## src/pwalk_pkg.sv

```systemverilog
// Shared types and constants for the four-level page table walker.
// No dependencies; used by every module in src.
`timescale 1ns / 1ps

package pwalk_pkg;

  // Field widths
  localparam int VA_W    = 48;
  localparam int PA_W    = 52;
  localparam int DATA_W  = 64;
  localparam int PN_W    = 36;
  localparam int IDX_W   = 9;
  localparam int LEVEL_W = 2;
  localparam int SIZE_W  = 2;

  // Command codes
  localparam logic CMD_START = 1'b0;
  localparam logic CMD_DATA  = 1'b1;

  // Result kinds
  localparam logic KIND_READ = 1'b0;
  localparam logic KIND_DONE = 1'b1;

  // Table levels, top first
  localparam logic [LEVEL_W-1:0] LVL_TOP  = 2'd0;
  localparam logic [LEVEL_W-1:0] LVL_SEC  = 2'd1;
  localparam logic [LEVEL_W-1:0] LVL_THR  = 2'd2;
  localparam logic [LEVEL_W-1:0] LVL_LAST = 2'd3;

  // Page size codes
  localparam logic [SIZE_W-1:0] SIZE_4K = 2'd0;
  localparam logic [SIZE_W-1:0] SIZE_2M = 2'd1;
  localparam logic [SIZE_W-1:0] SIZE_1G = 2'd2;

  // Entry bit positions
  localparam int BIT_PRESENT = 0;
  localparam int BIT_HUGE    = 7;
  localparam int BASE_LO     = 12;
  localparam int BASE_HI     = 51;

  // One input item
  typedef struct packed {
    logic              cmd;
    logic [VA_W-1:0]   virtual_address;
    logic [DATA_W-1:0] read_data;
  } item_t;

  // One result item
  typedef struct packed {
    logic              kind;
    logic [PA_W-1:0]   read_address;
    logic              found;
    logic [DATA_W-1:0] entry;
    logic [SIZE_W-1:0] page_size_code;
  } result_t;

  // Walk state
  typedef struct packed {
    logic               walk_busy;
    logic [LEVEL_W-1:0] walk_level;
    logic [PN_W-1:0]    page_number;
  } walk_state_t;

endpackage

```

## src/pwalk_step.sv

```systemverilog
// One walk step: decodes an item against the walk state, forms the result
// and the next state. Combinational; depends on pwalk_pkg.
`timescale 1ns / 1ps

module pwalk_step (
  input  pwalk_pkg::item_t              item,
  input  pwalk_pkg::walk_state_t        state,
  input  logic [pwalk_pkg::PA_W-1:0]    root_table_base,
  output logic                          res_valid,
  output pwalk_pkg::result_t            res,
  output pwalk_pkg::walk_state_t        state_next
);

  logic [pwalk_pkg::PN_W-1:0]   pn_sel;
  logic [pwalk_pkg::LEVEL_W-1:0] lvl_sel;
  logic [pwalk_pkg::IDX_W-1:0]  idx;
  logic [pwalk_pkg::BASE_HI-pwalk_pkg::BASE_LO:0] base_sel;
  logic present;
  logic huge;

  assign present = item.read_data[pwalk_pkg::BIT_PRESENT];
  assign huge    = item.read_data[pwalk_pkg::BIT_HUGE];

  // Table index for the level being requested
  always_comb begin
    unique case (lvl_sel)
      pwalk_pkg::LVL_TOP: idx = pn_sel[35:27];
      pwalk_pkg::LVL_SEC: idx = pn_sel[26:18];
      pwalk_pkg::LVL_THR: idx = pn_sel[17:9];
      default:            idx = pn_sel[8:0];
    endcase
  end

  // Decode and result selection
  always_comb begin
    state_next = state;
    res_valid  = 1'b0;
    pn_sel     = state.page_number;
    lvl_sel    = state.walk_level + 2'd1;
    base_sel   = item.read_data[pwalk_pkg::BASE_HI:pwalk_pkg::BASE_LO];

    res.kind           = pwalk_pkg::KIND_DONE;
    res.read_address   = '0;
    res.found          = 1'b0;
    res.entry          = item.read_data;
    res.page_size_code = pwalk_pkg::SIZE_4K;

    if (item.cmd == pwalk_pkg::CMD_START) begin
      // start: latch page number, ask for the top entry; ignored while busy
      pn_sel   = item.virtual_address[pwalk_pkg::VA_W-1:12];
      lvl_sel  = pwalk_pkg::LVL_TOP;
      base_sel = root_table_base[pwalk_pkg::BASE_HI:pwalk_pkg::BASE_LO];
      if (!state.walk_busy) begin
        res_valid              = 1'b1;
        state_next.walk_busy   = 1'b1;
        state_next.walk_level  = pwalk_pkg::LVL_TOP;
        state_next.page_number = pn_sel;
        res.kind               = pwalk_pkg::KIND_READ;
        res.entry              = '0;
        res.read_address       = {base_sel, idx, 3'b000};
      end
    end else if (state.walk_busy) begin
      res_valid = 1'b1;
      priority if (!present) begin
        state_next.walk_busy  = 1'b0;
        state_next.walk_level = pwalk_pkg::LVL_TOP;
      end else if (state.walk_level == pwalk_pkg::LVL_SEC && huge) begin
        state_next.walk_busy  = 1'b0;
        state_next.walk_level = pwalk_pkg::LVL_TOP;
        res.found             = 1'b1;
        res.page_size_code    = pwalk_pkg::SIZE_1G;
      end else if (state.walk_level == pwalk_pkg::LVL_THR && huge) begin
        state_next.walk_busy  = 1'b0;
        state_next.walk_level = pwalk_pkg::LVL_TOP;
        res.found             = 1'b1;
        res.page_size_code    = pwalk_pkg::SIZE_2M;
      end else if (state.walk_level == pwalk_pkg::LVL_LAST) begin
        state_next.walk_busy  = 1'b0;
        state_next.walk_level = pwalk_pkg::LVL_TOP;
        res.found             = 1'b1;
      end else begin
        // descend; the index is concatenated onto the base, so nothing carries
        state_next.walk_level = lvl_sel;
        res.kind              = pwalk_pkg::KIND_READ;
        res.entry             = '0;
        res.read_address      = {base_sel, idx, 3'b000};
      end
    end
  end

endmodule

```

## src/pwalk_out_reg.sv

```systemverilog
// Result register with valid/stall handshake toward the consumer.
// Depends on pwalk_pkg for the result type.
`timescale 1ns / 1ps

module pwalk_out_reg (
  input  logic                          clk,
  input  logic                          rst,
  input  logic                          load,
  input  pwalk_pkg::result_t            res,
  input  logic                          out_stall,
  output logic                          can_take,
  output logic                          out_valid,
  output pwalk_pkg::result_t            out_res
);

  // Free when empty or when the held result transfers this cycle
  assign can_take = !out_valid || !out_stall;

  // Control
  always_ff @(posedge clk) begin
    if (rst) begin
      out_valid <= 1'b0;
    end else if (load) begin
      out_valid <= 1'b1;
    end else if (!out_stall) begin
      out_valid <= 1'b0;
    end
  end

  // Payload
  always_ff @(posedge clk) begin
    if (load) begin
      out_res <= res;
    end
  end

endmodule

```

## src/four_level_page_table_walker.sv

```systemverilog
// Four-level page table walker. An accepted item goes to the input register,
// its result to the result register. Throughput: one item per cycle while
// out_stall is low; the walk state updates in the single step between them.
// Reset (rst, synchronous): idle walk, level 0, page number 0, root base 0,
// both registers empty. Depends on pwalk_pkg, pwalk_step, pwalk_out_reg.
`timescale 1ns / 1ps

module four_level_page_table_walker (
  input  logic                            clk,
  input  logic                            rst,
  // configuration
  input  logic                            cfg_we,
  input  logic [pwalk_pkg::PA_W-1:0]      cfg_data,
  // input channel
  input  logic                            in_valid,
  output logic                            in_stall,
  input  logic                            cmd,
  input  logic [pwalk_pkg::VA_W-1:0]      virtual_address,
  input  logic [pwalk_pkg::DATA_W-1:0]    read_data,
  // output channel
  output logic                            out_valid,
  input  logic                            out_stall,
  output logic                            kind,
  output logic [pwalk_pkg::PA_W-1:0]      read_address,
  output logic                            found,
  output logic [pwalk_pkg::DATA_W-1:0]    entry,
  output logic [pwalk_pkg::SIZE_W-1:0]    page_size_code
);

  logic [pwalk_pkg::PA_W-1:0] root_table_base;
  logic                       in_full;
  pwalk_pkg::item_t           in_item;
  pwalk_pkg::walk_state_t     walk_state;
  pwalk_pkg::walk_state_t     walk_state_next;
  pwalk_pkg::result_t         step_res;
  pwalk_pkg::result_t         out_res;
  logic                       step_valid;
  logic                       can_take;
  logic                       advance;

  // Root table base register
  always_ff @(posedge clk) begin
    if (rst) begin
      root_table_base <= '0;
    end else if (cfg_we) begin
      root_table_base <= cfg_data;
    end
  end

  // Input register: the held item steps when the result side is free
  assign advance  = in_full && can_take;
  assign in_stall = in_full && !can_take;

  always_ff @(posedge clk) begin
    if (rst) begin
      in_full <= 1'b0;
    end else if (in_valid && !in_stall) begin
      in_full <= 1'b1;
    end else if (advance) begin
      in_full <= 1'b0;
    end
  end

  always_ff @(posedge clk) begin
    if (in_valid && !in_stall) begin
      in_item.cmd             <= cmd;
      in_item.virtual_address <= virtual_address;
      in_item.read_data       <= read_data;
    end
  end

  // Walk state
  always_ff @(posedge clk) begin
    if (rst) begin
      walk_state <= '0;
    end else if (advance) begin
      walk_state <= walk_state_next;
    end
  end

  pwalk_step u_step (
    .item            (in_item),
    .state           (walk_state),
    .root_table_base (root_table_base),
    .res_valid       (step_valid),
    .res             (step_res),
    .state_next      (walk_state_next)
  );

  pwalk_out_reg u_out (
    .clk       (clk),
    .rst       (rst),
    .load      (advance && step_valid),
    .res       (step_res),
    .out_stall (out_stall),
    .can_take  (can_take),
    .out_valid (out_valid),
    .out_res   (out_res)
  );

  assign kind           = out_res.kind;
  assign read_address   = out_res.read_address;
  assign found          = out_res.found;
  assign entry          = out_res.entry;
  assign page_size_code = out_res.page_size_code;

  // Checks
  a_idle_level: assert property (@(posedge clk) disable iff (rst)
    !walk_state.walk_busy |-> walk_state.walk_level == pwalk_pkg::LVL_TOP)
    else $error("idle walk with nonzero level");

  a_req_clean: assert property (@(posedge clk) disable iff (rst)
    out_valid && kind == pwalk_pkg::KIND_READ |-> !found && entry == '0 &&
    page_size_code == pwalk_pkg::SIZE_4K)
    else $error("read request carries completion fields");

  a_miss_size: assert property (@(posedge clk) disable iff (rst)
    out_valid && kind == pwalk_pkg::KIND_DONE && !found |->
    page_size_code == pwalk_pkg::SIZE_4K && read_address == '0)
    else $error("not-found completion with size or address");

  a_req_busy: assert property (@(posedge clk) disable iff (rst)
    advance && step_valid && step_res.kind == pwalk_pkg::KIND_READ |=>
    walk_state.walk_busy)
    else $error("read request issued without a walk in progress");

endmodule
```

## config.mk

```make
export PLATFORM = sky130hd
export DESIGN_NAME = four_level_page_table_walker
export DESIGN_NICKNAME = d
export VERILOG_FILES = /design/src/pwalk_pkg.sv /design/src/pwalk_step.sv /design/src/pwalk_out_reg.sv /design/src/four_level_page_table_walker.sv
export SDC_FILE = /design/constraint.sdc
export NUM_CORES = 1
export LEC_CHECK = 0
export BUFFER_PORTS_ARGS = -buffer_cell sky130_fd_sc_hd__buf_2
export CORE_MARGIN = 2
export CORE_UTILIZATION = 56
export CTS_CLUSTER_DIAMETER = 200
export DETAILED_ROUTE_END_ITERATION = 6
export GPL_TIMING_DRIVEN = 0
export PLACE_DENSITY = 0.82
export SYNTH_ARGS = -nofsm -noshare
export SYNTH_HDL_FRONTEND = slang
export SYNTH_SLANG_ARGS = --single-unit
```

## constraint.sdc

```tcl
create_clock -name clk -period 12.8 [get_ports clk]
set_input_delay 0.64 -clock clk [delete_from_list [all_inputs] [get_ports clk]]
set_output_delay 0.64 -clock clk [all_outputs]
set_load 0.05 [all_outputs]
```

==> results.py <==
metrics = {
    "placement": {
        "routabilityCongestion": 0.864,
        "hpwlAfterDp_um": 17200,
        "port_buffers": 262,
        "dpl.cell_count": 1238,
        "pre_cts_slack_ns": 10.33,
    },
    "sta": {
        "min_period_over_period_pct": 19.1,
        "maxSlewHeadroom_pct": 53.3,
        "hold_viol_final": 0,
        "slew_violations": 0,
        "finalCriticalPeriod_ns": 2.45,
        "fmax_mhz": 409,
        "finalSetupViolCount": 0,
        "fin_tns_setup_ns": 0,
        "finalWorstSetupSlack_ns": 10.35,
        "worstMarginPinSlew_ns": 0.700,
        "clock_skew_ns": 0.0170,
        "rsz0062_at_grt": "false",
    },
    "yosys": {
        "synth_ff_type": "edfxtp_1",
        "seq_area_frac_synth_pct": 74.6,
        "avgSynthCellArea_um2": 15.5,
        "synth.distinct_cells": 39,
        "yosys.area_share.adder_pct": 0.457,
        "yosysWarnings": 0,
        "synth_top_family_by_area": "simple AND/OR/NAND/NOR gates",
        "postSynth.asyncResetShare_pct": 0,
        "synthCells": 704,
        "synth_area_um2": 10900,
        "synth_mux_area_share_pct": 5.51,
        "synth_edf_count": 218,
        "synth_compound_area_share_pct": 8.14,
        "synthXorXnorAreaFrac_pct": 0,
        "synth-simple-area-share_pct": 8.24,
        "synth-seq-cells": 299,
    },
    "routing": {
        "post_drt_wl_per_cell_um": 18.6,
        "via_per_inst": 5.28,
        "drt_iter0_drc": 399,
        "post-route-drc-count": 0,
        "vias": 6830,
        "drt-pass1-iter-count": 5,
        "antenna_left": 0,
        "drt-total-wl_um": 24100,
    },
    "floorplan": {
        "io_pins": 292,
        "die_area_um2": 20700,
        "rows": 51,
        "die_width_um": 144,
        "start_util_pct": 56.6,
        "coreArea_um2": 19300,
        "die_y_um": 144,
    },
    "layout": {
        "nNetsFinal": 1178,
        "layout_common_cells": "buf_2 (275), edfxtp_1 (218), dfxtp_1 (81), a22o_1 (50)",
        "layout_commonest_cell": "buf_2",
        "drive_gt1_share_pct": 36.0,
        "area.sequential_um2": 8170,
        "nFillCells": 1333,
        "layout.cells.non_filler": 1294,
        "syn2layout_area_growth_pct": 24.8,
        "multi_input_area_um2": 2460,
    },
    "clocking": {
        "cts_buffers": 29,
        "htree_levels": 1,
        "cts_sinks": 299,
        "cts_setup_buffers": 0,
        "cts_resized": 0,
        "holdBufCountCts": 0,
        "insertion_delay_ns": 0.54,
        "clock-root-buffer": "clkbuf_16",
        "clk_path_buf_depth": 3,
        "clk_pin_slew_worst_paths_ns": 0.06,
        "cts_tree": "yes",
    },
    "worst_setup_path": {
        "critPathMaxStageDelay_ns": 0.54,
        "crit_arrival_ns": 2.65,
        "startpoint": "in_item[112]$_DFFE_PP_",
        "cp-start-kind": "flop",
        "crit_fanout": 66,
        "worstPathRequired_ns": 13.00,
        "r2r-start": "in_item[112]$_DFFE_PP_",
        "cp_num_buf_inv": 3,
        "crit_family": "buffers and inverters",
        "crit_slowest_cell": "inv_4",
        "path_cells": "inv_1 > ha_1 > nand2b_1 > inv_4 > buf_16",
        "criticalPathCategory": "reg2reg",
        "endpoint_kind": "flop",
    },
    "global_route": {
        "grt_pass1_wl_um": 35700,
        "grt_antenna_before_repair": 5,
        "grt_pass1_vias": 6725,
        "overflow": 0,
        "grt_max_degree": 67,
        "grt_usage_pct": 22.8,
    },
    "pwr": {
        "ir_worst_vdd_v": 0.000129,
        "powerDensity_nw_per_um2": 157,
        "power.leakage_nw": 5.38,
    },
    "outcome": {
        "outcome": "finished clean",
    },
    "hold_path": {
        "hp-class": "in2reg",
        "min_from": "virtual_address[42]",
    },
    "run": {
        "cap_violations": 0,
    },
}
-- routing by layer --
metal	global-route usage, %	vias to the layer above	part of all wire, %
met5	0	-	0.19
met4	7.64	6	2.7
met3	4.70	57	7.2
met2	41.4	297	52
met1	27.1	3239	38
li1	-	3231	-
-- registers in the layout, summed over array words and instances, names as in the netlist --
register	count
u_out.out_valid	1
in_item	101
root_table_base	40
u_out.out_res	117
walk_state	39
in_full	1
-- final timing paths --
| kind | endpoint | cells past startpoint | slack [ns] |
|---|---|---|---|
| worst max-delay path | u_out.out_res[71]$_DFFE_PP_ | 5 | 10.35 |
| worst min-delay path | in_item[106]$_DFFE_PP_ | 1 | 0.27 |
| worst max register to register | u_out.out_res[71]$_DFFE_PP_ | 5 | 10.35 |
| worst min register to register | walk_state[24]$_SDFFE_PP0P_ | 2 | 0.48 |
-- where the power goes --
group	switching, W	internal [W]	leakage, nW
sequential	0.0000202	0.00110	2.72
clock	0.000332	0.000483	0.445
combinational	0.000142	0.0000707	2.21
-- cell type report --
cell class              count  share of cell area, %
well taps                 265                   2.43
flip-flops and latches    299                   59.8
repair buffers            267                   10.5
diodes                      2                 0.0366
clock buffers              46                   6.07
clock inverters             8                  0.687
multi-input cells         350                   18.0
inverters                   7                  0.211
plain buffers              50                   2.21
-- metrics by stage --
stage	total power [W]	instance area, µm²	utilization (%)	hold slack, ns
2_1_floorplan	0.00128	11000	-	0.456
3_3_place_gp	0.00134	12600	65.1	0.464
3_5_place_dp	0.00135	12700	65.9	0.471
4_1_cts	0.00216	13700	70.6	0.255
5_1_grt	0.00222	13700	70.7	0.256
6_report	0.00214	13700	70.7	0.275
-- Yosys cell counts (4+ instances only) --
cell type | count | area [µm²]
buf_2 | 13 | 65.1
buf_4 | 4 | 30.0
nand3_1 | 36 | 180
and2_1 | 45 | 282
o21ai_1 | 38 | 190
mux2i_1 | 40 | 400
nand2_1 | 5 | 18.8
clkbuf_1 | 20 | 75.1
dfxtp_1 | 81 | 1620
a22o_1 | 50 | 438
nor2_1 | 45 | 169
ha_1 | 4 | 50.1
edfxtp_1 | 218 | 6550
mux4_2 | 9 | 203
inv_1 | 5 | 18.8
buf_6 | 11 | 124
and2_4 | 17 | 149
a21oi_1 | 37 | 185
-- cell families (layout without fill, tap and decap cells) --
kind of cell    Yosys count  count (layout)
buf+inv                  57             378
flops                   299             299
other cells               1               5
compound gates          133             133
mux                      49              49
simple gates            161             161
fa+ha+maj                 4               4
Power figures use the tool's default switching activity.
